[config.mk]
export PLATFORM = sky130hd
export DESIGN_NAME = rx_ring_header_consumer_flat
export DESIGN_NICKNAME = d
export VERILOG_FILES = /design/src/sv/rxhc_pkg.sv /design/src/sv/rxhc_if.sv /design/src/sv/rx_ring_header_consumer.sv /design/src/flat_wrapper.sv
export SDC_FILE = /design/constraint.sdc
export NUM_CORES = 1
export LEC_CHECK = 0
export BUFFER_PORTS_ARGS = -buffer_cell sky130_fd_sc_hd__buf_2
export CAP_MARGIN = 20
export CORE_ASPECT_RATIO = 0.9
export CORE_UTILIZATION = 30
export DETAILED_ROUTE_END_ITERATION = 10
export HOLD_SLACK_MARGIN = 0.1
export PLACE_DENSITY = 0.54
export SYNTH_ARGS = -nofsm -noshare
export SYNTH_HDL_FRONTEND = slang
export SYNTH_SLANG_ARGS = --single-unit
[constraint.sdc]
create_clock -name clk_i -period 11.76 [get_ports clk_i]
set_input_delay 2.94 -clock clk_i [delete_from_list [all_inputs] [get_ports clk_i]]
set_output_delay 2.94 -clock clk_i [all_outputs]
set_load 0.02 [all_outputs]
[src/sv/rxhc_pkg.sv]
package rxhc_pkg;

  // ring geometry, a power of two from 1024 to 65536 bytes
  localparam int unsigned RING_BYTES = 65536;
  localparam int unsigned RING_AW    = $clog2(RING_BYTES);

  // fixed field widths
  localparam int unsigned STATUS_W   = 16;
  localparam int unsigned LEN_W      = 16;
  localparam int unsigned PTR_W      = 16;
  localparam int unsigned CHUNK_W    = 13;
  localparam int unsigned CNT_W      = 32;
  localparam int unsigned VERDICT_W  = 2;
  localparam int unsigned CFG_IDX_W  = 4;
  localparam int unsigned CFG_DATA_W = 13;

  // compare width for chunk split: covers a full ring and a 13-bit length
  localparam int unsigned CMP_W      = 17;

  // header and dword constants
  localparam int unsigned HDR_BYTES  = 4;
  localparam int unsigned CRC_BYTES  = 4;
  localparam int unsigned RP_BIAS    = 16;

  // register indexes
  localparam logic [CFG_IDX_W-1:0] REG_MAX_FRAME_LEN  = CFG_IDX_W'(0);
  localparam logic [CFG_IDX_W-1:0] REG_DELIVER_ENABLE = CFG_IDX_W'(1);

  localparam logic [CFG_DATA_W-1:0] MAX_FRAME_LEN_RST = CFG_DATA_W'(1514);

  typedef enum logic [VERDICT_W-1:0] {
    VERDICT_GOOD       = 2'd0,
    VERDICT_BAD_LEN    = 2'd1,
    VERDICT_BAD_STATUS = 2'd2,
    VERDICT_DROPPED    = 2'd3
  } verdict_e;

  typedef struct packed {
    verdict_e             verdict;
    logic [PTR_W-1:0]     payload_start;
    logic [CHUNK_W-1:0]   payload_length;
    logic [CHUNK_W-1:0]   first_chunk_len;
    logic [CHUNK_W-1:0]   second_chunk_len;
    logic [PTR_W-1:0]     read_pointer_value;
    logic [CNT_W-1:0]     good_count;
    logic [CNT_W-1:0]     error_count;
    logic [CNT_W-1:0]     drop_count;
  } result_t;

endpackage

[src/sv/rxhc_if.sv]
interface rxhc_hdr_if;
  import rxhc_pkg::*;

  logic                valid;
  logic                ready;
  logic [STATUS_W-1:0] header_status;
  logic [LEN_W-1:0]    header_length;

  modport source (output valid, header_status, header_length, input ready);
  modport sink   (input valid, header_status, header_length, output ready);
endinterface

interface rxhc_res_if;
  import rxhc_pkg::*;

  logic                 valid;
  logic                 ready;
  logic [VERDICT_W-1:0] verdict;
  logic [PTR_W-1:0]     payload_start;
  logic [CHUNK_W-1:0]   payload_length;
  logic [CHUNK_W-1:0]   first_chunk_len;
  logic [CHUNK_W-1:0]   second_chunk_len;
  logic [PTR_W-1:0]     read_pointer_value;
  logic [CNT_W-1:0]     good_count;
  logic [CNT_W-1:0]     error_count;
  logic [CNT_W-1:0]     drop_count;

  modport source (
    output valid, verdict, payload_start, payload_length, first_chunk_len,
           second_chunk_len, read_pointer_value, good_count, error_count,
           drop_count,
    input  ready
  );
  modport sink (
    input  valid, verdict, payload_start, payload_length, first_chunk_len,
           second_chunk_len, read_pointer_value, good_count, error_count,
           drop_count,
    output ready
  );
endinterface

interface rxhc_cfg_if;
  import rxhc_pkg::*;

  logic                  valid;
  logic                  ready;
  logic [CFG_IDX_W-1:0]  index;
  logic [CFG_DATA_W-1:0] data;

  modport source (output valid, index, data, input ready);
  modport sink   (input valid, index, data, output ready);
endinterface

[src/sv/rx_ring_header_consumer.sv]
// channel  | dir | payload                                  | accepted when
// ---------+-----+------------------------------------------+-------------------
// hdr_i    | in  | header_status, header_length             | valid && ready
// res_o    | out | verdict, start, lengths, rd ptr, counts  | valid && ready
// cfg_i    | in  | index, data (max_frame_len, deliver_en)  | valid (ready = 1)
//
// one header word per cycle sustained while res_o does not stall; a word
// goes from the input register via classify/advance into the result register
// the offset add-and-align and the chunk split sit between the two registers
// reset clears offset, counters, valid flags and restores register defaults
// a stall on res_o holds the result; hdr_i still takes one word into the
// input register, so the block fills up before it pushes back
module rx_ring_header_consumer (
  input  logic             clk_i,
  input  logic             rst_ni,
  rxhc_hdr_if.sink         hdr_i,
  rxhc_res_if.source       res_o,
  rxhc_cfg_if.sink         cfg_i
);
  import rxhc_pkg::*;

  // configuration registers
  logic [CFG_DATA_W-1:0] max_len_q;
  logic                  deliver_q;

  // input register stage
  logic                  s1_valid_q;
  logic [STATUS_W-1:0]   s1_status_q;
  logic [LEN_W-1:0]      s1_len_q;

  // architectural state
  logic [RING_AW-1:0]    offset_q, offset_d;
  logic [CNT_W-1:0]      good_q, good_d;
  logic [CNT_W-1:0]      err_q, err_d;
  logic [CNT_W-1:0]      drop_q, drop_d;

  // result register stage
  logic                  out_valid_q;
  result_t               res_q, res_d;

  logic                  out_adv;
  logic                  in_acc;
  logic                  s2_load;

  // classify / advance signals
  logic [RING_AW-1:0]    start;
  logic [LEN_W:0]        len_lim;
  logic                  bad_len;
  logic [LEN_W:0]        advance;
  logic [LEN_W+1:0]      next_sum;
  logic [RING_AW-1:0]    new_off;
  logic [RING_AW-1:0]    rp_off;
  logic [LEN_W-1:0]      plen;
  logic [CMP_W-1:0]      room;
  logic [CHUNK_W-1:0]    first_len;
  verdict_e              verdict;

  // ---------------------------------------------------------------------
  // handshakes
  // ---------------------------------------------------------------------
  assign out_adv     = !out_valid_q || res_o.ready;
  assign hdr_i.ready = !s1_valid_q || out_adv;
  assign in_acc      = hdr_i.valid && hdr_i.ready;
  assign s2_load     = s1_valid_q && out_adv;
  assign cfg_i.ready = 1'b1;

  // ---------------------------------------------------------------------
  // config writes; unknown indexes are dropped
  // ---------------------------------------------------------------------
  always_ff @(posedge clk_i or negedge rst_ni) begin
    if (!rst_ni) begin
      max_len_q <= MAX_FRAME_LEN_RST;
      deliver_q <= 1'b0;
    end else if (cfg_i.valid) begin
      if (cfg_i.index == REG_MAX_FRAME_LEN) begin
        max_len_q <= cfg_i.data;
      end else if (cfg_i.index == REG_DELIVER_ENABLE) begin
        deliver_q <= cfg_i.data[0];
      end
    end
  end

  // ---------------------------------------------------------------------
  // input register
  // ---------------------------------------------------------------------
  always_ff @(posedge clk_i or negedge rst_ni) begin
    if (!rst_ni) begin
      s1_valid_q <= 1'b0;
    end else if (in_acc) begin
      s1_valid_q <= 1'b1;
    end else if (out_adv) begin
      s1_valid_q <= 1'b0;
    end
  end

  always_ff @(posedge clk_i) begin
    if (in_acc) begin
      s1_status_q <= hdr_i.header_status;
      s1_len_q    <= hdr_i.header_length;
    end
  end

  // ---------------------------------------------------------------------
  // classify and advance
  // ---------------------------------------------------------------------
  always_comb begin
    // payload sits right after the 4-byte header, wrapped at ring end
    start   = offset_q + RING_AW'(HDR_BYTES);
    len_lim = (LEN_W+1)'(max_len_q) + (LEN_W+1)'(CRC_BYTES);
    bad_len = (s1_len_q < LEN_W'(CRC_BYTES)) || ({1'b0, s1_len_q} > len_lim);
    plen    = s1_len_q - LEN_W'(CRC_BYTES);

    priority if (bad_len) begin
      verdict = VERDICT_BAD_LEN;
    end else if (!s1_status_q[0]) begin
      verdict = VERDICT_BAD_STATUS;
    end else if (plen == '0) begin
      verdict = VERDICT_DROPPED;
    end else begin
      verdict = VERDICT_GOOD;
    end

    // bad length skips only the header, everything else skips the frame too
    advance  = bad_len ? (LEN_W+1)'(HDR_BYTES)
                       : ({1'b0, s1_len_q} + (LEN_W+1)'(HDR_BYTES));
    next_sum = (LEN_W+2)'(offset_q) + (LEN_W+2)'(advance) + (LEN_W+2)'(3);
    new_off  = {next_sum[RING_AW-1:2], 2'b00};
    // pointer value wraps at the ring size
    rp_off   = new_off - RING_AW'(RP_BIAS);

    // split at ring end; when good, plen never exceeds max_frame_len
    room      = CMP_W'(RING_BYTES) - CMP_W'(start);
    first_len = (CMP_W'(plen[CHUNK_W-1:0]) < room) ? plen[CHUNK_W-1:0]
                                                   : room[CHUNK_W-1:0];

    offset_d = offset_q;
    good_d   = good_q;
    err_d    = err_q;
    drop_d   = drop_q;
    if (s2_load) begin
      offset_d = new_off;
      unique case (verdict)
        VERDICT_GOOD:       good_d = good_q + CNT_W'(1);
        VERDICT_BAD_LEN,
        VERDICT_BAD_STATUS: err_d  = err_q + CNT_W'(1);
        VERDICT_DROPPED:    drop_d = drop_q + CNT_W'(1);
        default:            ;
      endcase
    end

    res_d                    = '0;
    res_d.verdict            = verdict;
    res_d.payload_start      = PTR_W'(start);
    res_d.read_pointer_value = PTR_W'(rp_off);
    res_d.good_count         = good_d;
    res_d.error_count        = err_d;
    res_d.drop_count         = drop_d;
    if (verdict == VERDICT_GOOD) begin
      res_d.payload_length = plen[CHUNK_W-1:0];
      if (deliver_q) begin
        res_d.first_chunk_len  = first_len;
        res_d.second_chunk_len = plen[CHUNK_W-1:0] - first_len;
      end
    end
  end

  // ---------------------------------------------------------------------
  // state and result registers
  // ---------------------------------------------------------------------
  always_ff @(posedge clk_i or negedge rst_ni) begin
    if (!rst_ni) begin
      offset_q    <= '0;
      good_q      <= '0;
      err_q       <= '0;
      drop_q      <= '0;
      out_valid_q <= 1'b0;
    end else begin
      offset_q <= offset_d;
      good_q   <= good_d;
      err_q    <= err_d;
      drop_q   <= drop_d;
      if (out_adv) begin
        out_valid_q <= s1_valid_q;
      end
    end
  end

  always_ff @(posedge clk_i) begin
    if (s2_load) begin
      res_q <= res_d;
    end
  end

  assign res_o.valid              = out_valid_q;
  assign res_o.verdict            = res_q.verdict;
  assign res_o.payload_start      = res_q.payload_start;
  assign res_o.payload_length     = res_q.payload_length;
  assign res_o.first_chunk_len    = res_q.first_chunk_len;
  assign res_o.second_chunk_len   = res_q.second_chunk_len;
  assign res_o.read_pointer_value = res_q.read_pointer_value;
  assign res_o.good_count         = res_q.good_count;
  assign res_o.error_count        = res_q.error_count;
  assign res_o.drop_count         = res_q.drop_count;

  // ---------------------------------------------------------------------
  // assertions
  // ---------------------------------------------------------------------
  a_offset_aligned: assert property (@(posedge clk_i) disable iff (!rst_ni)
    offset_q[1:0] == 2'b00)
    else $error("read offset lost dword alignment");

  a_one_count_per_word: assert property (@(posedge clk_i) disable iff (!rst_ni)
    s2_load |=> (good_q + err_q + drop_q) ==
                ($past(good_q + err_q + drop_q) + CNT_W'(1)))
    else $error("counters did not advance by exactly one");

  a_idle_state_holds: assert property (@(posedge clk_i) disable iff (!rst_ni)
    !s2_load |=> $stable(offset_q) && $stable(good_q) && $stable(err_q)
                 && $stable(drop_q))
    else $error("state changed without a word");

  a_chunks_sum: assert property (@(posedge clk_i) disable iff (!rst_ni)
    out_valid_q && (res_q.first_chunk_len != '0) |->
      (res_q.first_chunk_len + res_q.second_chunk_len) == res_q.payload_length)
    else $error("chunk split does not add up to payload length");

  a_no_loss: assert property (@(posedge clk_i) disable iff (!rst_ni)
    s1_valid_q && !out_adv |=> s1_valid_q)
    else $error("input register dropped a word while stalled");

endmodule

[src/flat_wrapper.sv]
// flat-port wrapper written by rule: the top's interface ports become plain ports
module rx_ring_header_consumer_flat import rxhc_pkg::*;
  (clk_i, rst_ni, hdr_i_valid, hdr_i_header_status, hdr_i_header_length, hdr_i_ready, res_o_valid, res_o_verdict, res_o_payload_start, res_o_payload_length, res_o_first_chunk_len, res_o_second_chunk_len, res_o_read_pointer_value, res_o_good_count, res_o_error_count, res_o_drop_count, res_o_ready, cfg_i_valid, cfg_i_index, cfg_i_data, cfg_i_ready);
  rxhc_hdr_if hdr_i_i ();
  rxhc_res_if res_o_i ();
  rxhc_cfg_if cfg_i_i ();
  input  logic clk_i;
  input  logic rst_ni;
  input wire logic [$bits(hdr_i_i.valid)-1:0] hdr_i_valid;
  input wire logic [$bits(hdr_i_i.header_status)-1:0] hdr_i_header_status;
  input wire logic [$bits(hdr_i_i.header_length)-1:0] hdr_i_header_length;
  output wire logic [$bits(hdr_i_i.ready)-1:0] hdr_i_ready;
  output wire logic [$bits(res_o_i.valid)-1:0] res_o_valid;
  output wire logic [$bits(res_o_i.verdict)-1:0] res_o_verdict;
  output wire logic [$bits(res_o_i.payload_start)-1:0] res_o_payload_start;
  output wire logic [$bits(res_o_i.payload_length)-1:0] res_o_payload_length;
  output wire logic [$bits(res_o_i.first_chunk_len)-1:0] res_o_first_chunk_len;
  output wire logic [$bits(res_o_i.second_chunk_len)-1:0] res_o_second_chunk_len;
  output wire logic [$bits(res_o_i.read_pointer_value)-1:0] res_o_read_pointer_value;
  output wire logic [$bits(res_o_i.good_count)-1:0] res_o_good_count;
  output wire logic [$bits(res_o_i.error_count)-1:0] res_o_error_count;
  output wire logic [$bits(res_o_i.drop_count)-1:0] res_o_drop_count;
  input wire logic [$bits(res_o_i.ready)-1:0] res_o_ready;
  input wire logic [$bits(cfg_i_i.valid)-1:0] cfg_i_valid;
  input wire logic [$bits(cfg_i_i.index)-1:0] cfg_i_index;
  input wire logic [$bits(cfg_i_i.data)-1:0] cfg_i_data;
  output wire logic [$bits(cfg_i_i.ready)-1:0] cfg_i_ready;
  assign hdr_i_i.valid = hdr_i_valid;
  assign hdr_i_i.header_status = hdr_i_header_status;
  assign hdr_i_i.header_length = hdr_i_header_length;
  assign hdr_i_ready = hdr_i_i.ready;
  assign res_o_valid = res_o_i.valid;
  assign res_o_verdict = res_o_i.verdict;
  assign res_o_payload_start = res_o_i.payload_start;
  assign res_o_payload_length = res_o_i.payload_length;
  assign res_o_first_chunk_len = res_o_i.first_chunk_len;
  assign res_o_second_chunk_len = res_o_i.second_chunk_len;
  assign res_o_read_pointer_value = res_o_i.read_pointer_value;
  assign res_o_good_count = res_o_i.good_count;
  assign res_o_error_count = res_o_i.error_count;
  assign res_o_drop_count = res_o_i.drop_count;
  assign res_o_i.ready = res_o_ready;
  assign cfg_i_i.valid = cfg_i_valid;
  assign cfg_i_i.index = cfg_i_index;
  assign cfg_i_i.data = cfg_i_data;
  assign cfg_i_ready = cfg_i_i.ready;
  rx_ring_header_consumer u_core (.clk_i(clk_i), .rst_ni(rst_ni), .hdr_i(hdr_i_i), .res_o(res_o_i), .cfg_i(cfg_i_i));
endmodule
==> flow_summary.yaml, run 1 <==
timing:
  timing.final.crit_share: 0.562
  skew_ps: 24.4
  setup_viol_count_final: 0
  rsz0062_at_grt: "false"
  fmax_mhz: 151
  finalSetupTns_ps: 0
  timing.final.ws_setup_ps: 5150
  worst_pin_slew_ps: 1010
  hold_violations: 0
  relSlewSlack: 0.328
  finalCriticalPeriod_ps: 6610
  finalMaxSlewViolations: 0
worst_setup_path:
  worstPathRequired_ps: 12090
  slowest_stage: "inv_6"
  path_delay_family: "simple AND/OR/NAND/NOR gates"
  path_max_fanout: 107
  startpoint_type: "primary input"
  endpoint_kind: "flip-flop"
  path_cells: "buf_2 > nand2b_1 > nand2_1 > inv_6 > nand2_1 > nor2_1 > and3_1 > nor2b_1 > nor2b_1 > and3_1 > and2_1 > nand3_1 > xnor2_1"
  cpPeakStageDelay_ps: 960
  critPathKind: "primary input to flip-flop"
  timing.rr.start: "u_core.s1_len_q[2]"
  path_buf_inv: 2
  cp-startpoint: "res_o_ready"
  cp.arrival_ps: 6940
power:
  power_density_nw_per_um2: 191
  peakVddDrop_v: 0.0000832
  p_leak_nw: 7.41
job:
  maxCapViolCount: 0
clock_network:
  cts_made_buffers: 34
  clk_pin_slew_worst_paths_ps: 60
  post_cts_resized: 0
  postCtsSetupBuffers: 0
  cts_sinks: 308
  cts_tree: "yes"
  clk_path_buf_depth: 3
  cts_root_buf: "clkbuf_16"
  ctsHoldBuffers: 0
  htree_levels: 2
  worstSkewPairLatency_ps: 540
floorplan:
  core-area_sq_um: 46800
  io_pins: 226
  core.rowCount: 75
  die_w_microns: 232
  die_area_sq_um: 48500
  die_y_microns: 209
  start_util: 0.305
synth:
  synth_edf_count: 182
  avgSynthCellArea_sq_um: 12.2
  synth_warnings: 0
  synthArstFlopShare: 0.409
  ys.flop_type: "edfxtp_1"
  seq_area_frac_synth: 0.604
  synthCells: 1172
  netlist_area_sq_um: 14300
  ys_seq_elements: 308
  ys_types: 67
placed_design:
  dp_hpwl_microns: 24400
  port_buffers: 205
  dp.cells: 1971
  place_ws_ps: 4510
  place_congestion: 0.815
detailed_routing:
  drtIter0Drc: 554
  drt_wl_total_microns: 33800
  wl_per_cell_microns: 16.6
  viasPerCell: 4.59
  first_pass_iters: 5
  drc: 0
  antenna_left: 0
  dr_total_vias: 9341
grt:
  grt_max_degree: 108
  grt_pass1_vias: 9288
  antenna_found_initial: 1
  track_usage: 0.139
  grt_pass1_wl_microns: 51900
  gr-total-overflow: 0
finish:
  diodes: 0
  fin_nets: 1504
  final_common_cell: "buf_2"
  drive_gt1_frac: 0.220
  fin_cells: 2033
  final_cell_mix: "204 x buf_2, 182 x edfxtp_1, 120 x nand2_1, 119 x dfrtp_1, 101 x xnor2_1"
  area_growth_pct: 19.9
  num-fill-cells: 4595
hold_path:
  hold_class: "flip-flop to flip-flop"
  min_from: "u_core.err_q[31]"
run_status:
  run_status: "finished, final reports clean"
## final timing paths
path / to / slack (ps) / cells after the start
setup reg to reg: u_core.res_o.second_chunk_len[11] / 5540 / 27
setup / recovery: u_core.res_o.drop_count[29] / 5150 / 13
hold reg to reg: u_core.err_q[31] / 470 / 1
min in group asynchronous: u_core.drop_q[15] / 2400 / 1
max in group asynchronous: u_core.drop_q[20] / 7970 / 2
hold / removal: u_core.err_q[31] / 470 / 1
## kinds of logic (layout without fill, tap and decap cells)
family          after synthesis  after routing  share of synthesized area
other cells                   2              6                   0.000526
buf+inv                      71            312                     0.0212
fa+ha+maj                    59             59                     0.0517
xor+xnor                    169            169                      0.104
simple gates                433            433                      0.152
compound gates              110            110                     0.0509
flops                       308            308                      0.604
mux                          20             20                     0.0155
## sequential cells by signal, summed over array words and instances, names as in the netlist
signal,count
u_core.drop_q,32
u_core.err_q,32
u_core.good_q,32
u_core.res_o.drop_count,32
u_core.res_o.error_count,32
u_core.res_o.good_count,32
u_core.s1_len_q,16
u_core.offset_q,14
u_core.res_o.payload_start,14
u_core.res_o.read_pointer_value,14
u_core.max_len_q,13
u_core.res_o.first_chunk_len,13
u_core.res_o.payload_length,13
u_core.res_o.second_chunk_len,13
u_core.res_o.verdict,2
u_core.deliver_q,1
u_core.res_o.valid,1
u_core.s1_status_q,1
u_core.s1_valid_q,1
## stage by stage
stage | power [mW] | instance area [sq um] | util | hold slack (ps)
floorplan | 2.01 | 14300 | - | 439
global placement | 2.23 | 16000 | 0.342 | 457
detailed placement | 2.25 | 16000 | 0.342 | 458
CTS | 3.32 | 17100 | 0.366 | 471
global route | 3.45 | 17100 | 0.366 | 498
finish | 3.26 | 17100 | 0.366 | 470
## synth_stat cells (all sizes together), types with 3 or more instances
library cell  instances  area share
nor4                 12      0.0057
nor2b                 8      0.0035
or2                   4      0.0018
a31oi                 3      0.0013
xnor2               101       0.062
nand4                26       0.011
ha                   59       0.052
mux2                 17       0.013
mux2i                 3      0.0021
inv                  36      0.0095
and2                 18      0.0079
a21boi                3      0.0016
o21ai                35       0.013
or3                  12      0.0056
dfstp                 7       0.013
dfrtp               119        0.21
nor2                 95       0.025
and3                 41       0.018
nand3                54       0.020
buf                  17      0.0070
nand2b                9      0.0039
xor2                 68       0.042
nor3                 16      0.0067
a21oi                25      0.0088
a21o                 16      0.0084
o21a                  4      0.0021
and4                  6      0.0037
edfxtp              182        0.38
nand2               120       0.032
a211oi                7      0.0044
clkbuf               18      0.0047
## per-layer routing
metal,part of all wire,global-route usage,up-vias
met4,0.021,0.0445,2
met5,0.00050,0,-
met1,0.50,0.200,4503
met2,0.43,0.208,202
met3,0.048,0.0277,47
li1,-,-,4587
## cell type report
type / count / area [sq um] / share of cell area
well taps: 616 / 771 / 0.0450
clock buffers: 46 / 977 / 0.0571
inverters: 36 / 140 / 0.00819
clock inverters: 16 / 134 / 0.00782
repair buffers: 214 / 1100 / 0.0642
multi-input cells: 797 / 5370 / 0.314
flip-flops and latches: 308 / 8630 / 0.504
## where the power goes
part / internal [mW] / switching [mW]
Clock: 0.610 / 0.438
Sequential: 1.32 / 0.128
Combinational: 0.293 / 0.477
Note: power is estimated with default switching activity, not from simulation.
==> inputs of run 2 (changes only) <==
- clock period: 11.76 -> 6.78 ns (I/O delays scaled with it)
==> run 2 against run 1 <==
Against the previous run: final area rose by 0.33%; non-clock buffer count up 6; count of clock-buffer cells in the layout is 7 higher; global-route usage about the same; critical path depth up 10; worst setup slack lost 4300 ps; critical path type is now flip-flop to flip-flop; first-iteration DRC count is 2.9% lower; sequential share of layout area decreased by 0.17 points; largest power group unchanged.
==> flow_summary.yaml, run 2 (synthesis gave the netlist of run 1 again) <==
finish:
  num-fill-cells: 4549
  drive_gt1_frac: 0.219
  postLayoutCoreUtil: 0.367
  area_growth_pct: 20.3
  final_common_cell: "buf_2"
  final_cell_mix: "204 x buf_2, 182 x edfxtp_1, 120 x nand2_1, 119 x dfrtp_1, 101 x xnor2_1"
  postLayoutCellArea_sq_um: 17200
  fin_nets: 1512
placed_design:
  dp_hpwl_microns: 24800
  port_buffers: 205
  place_ws_ps: 897
  placed_area_sq_um: 16100
  place_congestion: 0.818
worst_setup_path:
  timing.rr.start: "u_core.max_len_q[5]"
  r2r_slack_ps: 890
  critPathKind: "flip-flop to flip-flop"
  startpoint_type: "flip-flop"
  path_max_fanout: 15
  worstRegToRegCells: 23
  cp-startpoint: "u_core.max_len_q[5]"
  cp.arrival_ps: 6150
  rr_endpoint: "u_core.res_o.read_pointer_value[15]"
  crit_end: "u_core.res_o.read_pointer_value[15]"
  worstPathRequired_ps: 7040
  endpoint_kind: "flip-flop"
timing:
  timing.final.ws_setup_ps: 891
  rsz0062_at_grt: "false"
  worst_pin_slew_ps: 1060
  hold_violations: 0
  whs_ps: 465
  finalCriticalPeriod_ps: 5890
  finalSetupTns_ps: 0
  timing.final.crit_share: 0.869
  setup_viol_count_final: 0
  finalMaxSlewViolations: 0
  relSlewSlack: 0.292
  fmax_mhz: 170
  skew_ps: 20.2
job:
  maxCapViolCount: 0
power:
  p_leak_nw: 7.43
  peakVddDrop_v: 0.000176
  power_density_nw_per_um2: 331
detailed_routing:
  dr_total_vias: 9452
  wl_per_cell_microns: 16.4
  drt_wl_total_microns: 33600
  antenna_left: 0
  viasPerCell: 4.63
  first_pass_iters: 5
  drc: 0
  drtIter0Drc: 538
grt:
  gr-total-overflow: 0
  grt_pass1_wl_microns: 51900
  grt_pass1_vias: 9203
  track_usage: 0.139
  grt_max_degree: 82
  antenna_found_initial: 2
clock_network:
  post_cts_resized: 0
  postCtsSetupBuffers: 0
  clk_pin_slew_worst_paths_ps: 50
  htree_levels: 2
  clk_path_buf_depth: 3
  ctsHoldBuffers: 0
  cts_root_buf: "clkbuf_16"
  cts_tree: "yes"
  cts_sinks: 308
  cts_made_buffers: 36
  worstSkewPairLatency_ps: 530
floorplan:
  core.rowCount: 75
  core-area_sq_um: 46800
  die_area_sq_um: 48500
  io_pins: 226
  start_util: 0.305
  die_w_microns: 232
  die_y_microns: 209
run_status:
  run_status: "finished, final reports clean"
hold_path:
  hold_class: "flip-flop to flip-flop"
[run 2: cell count changes in the layout (fill, tap and decap cells not counted), sizes merged]
cell / previous run / this run
inv: 36 / 38
buf: 214 / 220
clkinv: 15 / 8
clkbuf: 46 / 53
diode: 0 / 1
clkinvlp: 0 / 1
[run 2: layout make-up]
| class | count | area [sq um] | area share |
|---|---|---|---|
| antenna | 1 | 2.50 | 0.000146 |
| timing repair buffer | 220 | 1140 | 0.0667 |
| clock buffer | 53 | 1000 | 0.0585 |
| tap | 616 | 771 | 0.0449 |
| clock inverter | 12 | 115 | 0.00670 |
| inverter | 36 | 140 | 0.00816 |
| multi-input combinational | 797 | 5370 | 0.313 |
| sequential | 308 | 8630 | 0.502 |
[run 2: worst max-delay path, stage by stage, from the launching register on]
cell,delay [ps]
dfstp_2,560
and3_1,200
and3_1,210
and3_1,230
nand3_1,110
xor2_1,150
ha_1,270
nand3_1,80
nor4_1,370
and3_1,230
nor3_2,60
or2_2,440
nor2_1,150
ha_1,330
and3_1,260
a221o_1,290
a21oi_1,200
o21ai_0,150
o21ai_0,290
nand3b_1,170
xnor2_1,300
and3_1,230
o221ai_1,160
xor2_1,170
[run 2: metrics by stage]
stage	power (mW)	instances
final	5.69	2043
after global routing	6.01	2042
after CTS	5.78	2042
after detailed placement	3.90	1977
after global placement	3.88	1977
after floorplan	3.48	1176
[run 2: worst min-delay path by stage]
stage	from	endpoint	slack, ps	cells past startpoint
2_1_floorplan	u_core.drop_q[31]	u_core.drop_q[31]	440	1
3_3_place_gp	u_core.good_q[31]	u_core.good_q[31]	450	1
3_5_place_dp	u_core.drop_q[31]	u_core.drop_q[31]	460	1
5_1_grt	u_core.drop_q[31]	u_core.drop_q[31]	500	1
4_1_cts	u_core.err_q[31]	u_core.err_q[31]	470	1
6_report	u_core.err_q[31]	u_core.err_q[31]	460	1
[run 2: power breakdown]
| part | internal [mW] | total (mW) | switching, mW |
|---|---|---|---|
| sequential | 2.29 | 2.50 | 0.211 |
| combinational | 0.515 | 1.36 | 0.842 |
| clock | 1.07 | 1.83 | 0.759 |
[run 2: metal layers]
metal,share of wire,GRT usage
met1,0.49,0.203
met2,0.43,0.203
met3,0.052,0.0284
met4,0.021,0.0438
met5,0.00066,0
==> inputs of run 3 (changes only) <==
- clock period: 6.78 -> 6 ns (I/O delays scaled with it)
==> run 3 against run 2 <==
Against the previous run: combinational power grew 23%; largest power group unchanged; non-clock buffer count is 30 higher; sequential share of layout area decreased by 1.0 points; critical endpoint unchanged.
==> flow_summary.yaml, run 3 (synthesis gave the netlist of run 1 again) <==
worst_setup_path:
  worstPathRequired_ps: 6280
  cp.arrival_ps: 5970
  path_max_fanout: 8
  critPathKind: "flip-flop to flip-flop"
  r2r_slack_ps: 310
  cpPeakStageDelay_ps: 550
  slowest_stage: "dfstp_2"
  endpoint_kind: "flip-flop"
  startpoint_type: "flip-flop"
  path_cells: "and3_1 > and3_1 > and3_1 > nand3_1 > xor2_1 > ha_1 > nand3_1 > nor4_1 > and3_1 > nor3_2 > or2_2 > nor2_1 > ha_1 > a21o_1 > a221o_1 > a21oi_1 > o21ai_0 > o21ai_0 > nand3b_1 > xnor2_2 > and3_1 > o221ai_1 > xor2_1"
  worstRegToRegCells: 23
  cp_common_cell: "and3_1"
clock_network:
  clk_pin_slew_worst_paths_ps: 60
  cts_sinks: 308
  clk_path_buf_depth: 3
  htree_levels: 2
  cts_made_buffers: 36
  cts_tree: "yes"
  worstSkewPairLatency_ps: 540
  cts_root_buf: "clkbuf_16"
  ctsHoldBuffers: 0
power:
  peakVddDrop_v: 0.000202
  power_density_nw_per_um2: 380
  p_leak_nw: 7.62
detailed_routing:
  wl_per_cell_microns: 16.5
  antenna_left: 0
  drc: 0
  drt_wl_total_microns: 34100
  first_pass_iters: 5
  dr_total_vias: 9514
  viasPerCell: 4.59
  drtIter0Drc: 496
finish:
  area_growth_pct: 22.7
  final_common_cell: "buf_2"
  postLayoutCoreUtil: 0.374
  drive_gt1_frac: 0.242
  diodes: 0
  num-fill-cells: 4544
  final_cell_mix: "204 x buf_2, 182 x edfxtp_1, 120 x nand2_1, 119 x dfrtp_1, 100 x xnor2_1"
  fin_nets: 1542
timing:
  skew_ps: 22.3
  relSlewSlack: 0.387
  fmax_mhz: 176
  timing.final.ws_setup_ps: 305
  finalMaxSlewViolations: 0
  worst_pin_slew_ps: 919
  finalCriticalPeriod_ps: 5690
  hold_violations: 0
  setup_viol_count_final: 0
  timing.final.crit_share: 0.949
grt:
  track_usage: 0.142
  grt_pass1_vias: 9575
  antenna_found_initial: 1
  gr-total-overflow: 0
  grt_pass1_wl_microns: 53400
  grt_max_degree: 81
hold_path:
  hold_class: "flip-flop to flip-flop"
  hold_depth: 1
job:
  maxCapViolCount: 0
floorplan:
  die_area_sq_um: 48500
  io_pins: 226
  core.rowCount: 75
  die_y_microns: 209
  core-area_sq_um: 46800
  start_util: 0.305
  die_w_microns: 232
placed_design:
  dp_hpwl_microns: 25400
  port_buffers: 205
  place_ws_ps: 237
  place_congestion: 0.840
run_status:
  run_status: "finished, final reports clean"
[run 3: what timing repair did]
action	in CTS	in global routing
endpoints found under the setup margin	0	4
setup buffers	0	2
resized for setup	0	11
[run 3: through the flow]
step                setup TNS, ps  area, sq um  std cells  total power, mW  hold WS [ps]
floorplan                       0        14300       1176             3.93           439
global placement                0        16300       2005             4.46           459
detailed placement              0        16300       2005             4.48           460
CTS                             0        17500       2070             6.73           468
global route                -5.42        17500       2072             7.04           480
finish                          0        17500       2072             6.66           464
[run 3: area by class of cell]
cell class | count | area, sq um | area share
clock buffers | 52 | 1070 | 0.0613
clock inverters | 13 | 135 | 0.00771
inverters | 36 | 140 | 0.00800
multi-input cells | 797 | 5400 | 0.308
flip-flops and latches | 308 | 8630 | 0.492
well taps | 616 | 771 | 0.0440
repair buffers | 250 | 1370 | 0.0784
[run 3: metal layers]
| metal | routed length [microns] | GRT usage |
|---|---|---|
| met4 | 781 | 0.0479 |
| met3 | 1810 | 0.0304 |
| met2 | 14600 | 0.209 |
| met5 | 0 | 0 |
| met1 | 17000 | 0.206 |
[run 3: critical path: cells and delay by family, from the launching register on]
| kind | cells | cell delay, ps |
|---|---|---|
| flip-flops | 1 | 550 |
| adder cells (fa/ha/maj) | 2 | 550 |
| AND/OR/NAND/NOR | 12 | 2400 |
| XOR/XNOR | 3 | 560 |
| AO/OA/AOI/OAI | 6 | 1380 |
[run 3: power by group]
group | switching [mW] | leakage (nW) | total, mW | internal [mW]
clock | 0.867 | 0.587 | 2.20 | 1.33
combinational | 1.01 | 3.54 | 1.67 | 0.660
sequential | 0.206 | 3.50 | 2.79 | 2.58
total | 2.08 | 7.62 | 6.66 | 4.58
[run 3: final timing paths]
check                                                       to                 from
min in group asynchronous                    u_core.drop_q[25]               rst_ni
max                        u_core.res_o.read_pointer_value[15]  u_core.max_len_q[6]
min reg2reg                                   u_core.err_q[31]     u_core.err_q[31]
min                                           u_core.err_q[31]     u_core.err_q[31]
max in group asynchronous                     u_core.err_q[20]               rst_ni
max reg2reg                u_core.res_o.read_pointer_value[15]  u_core.max_len_q[6]
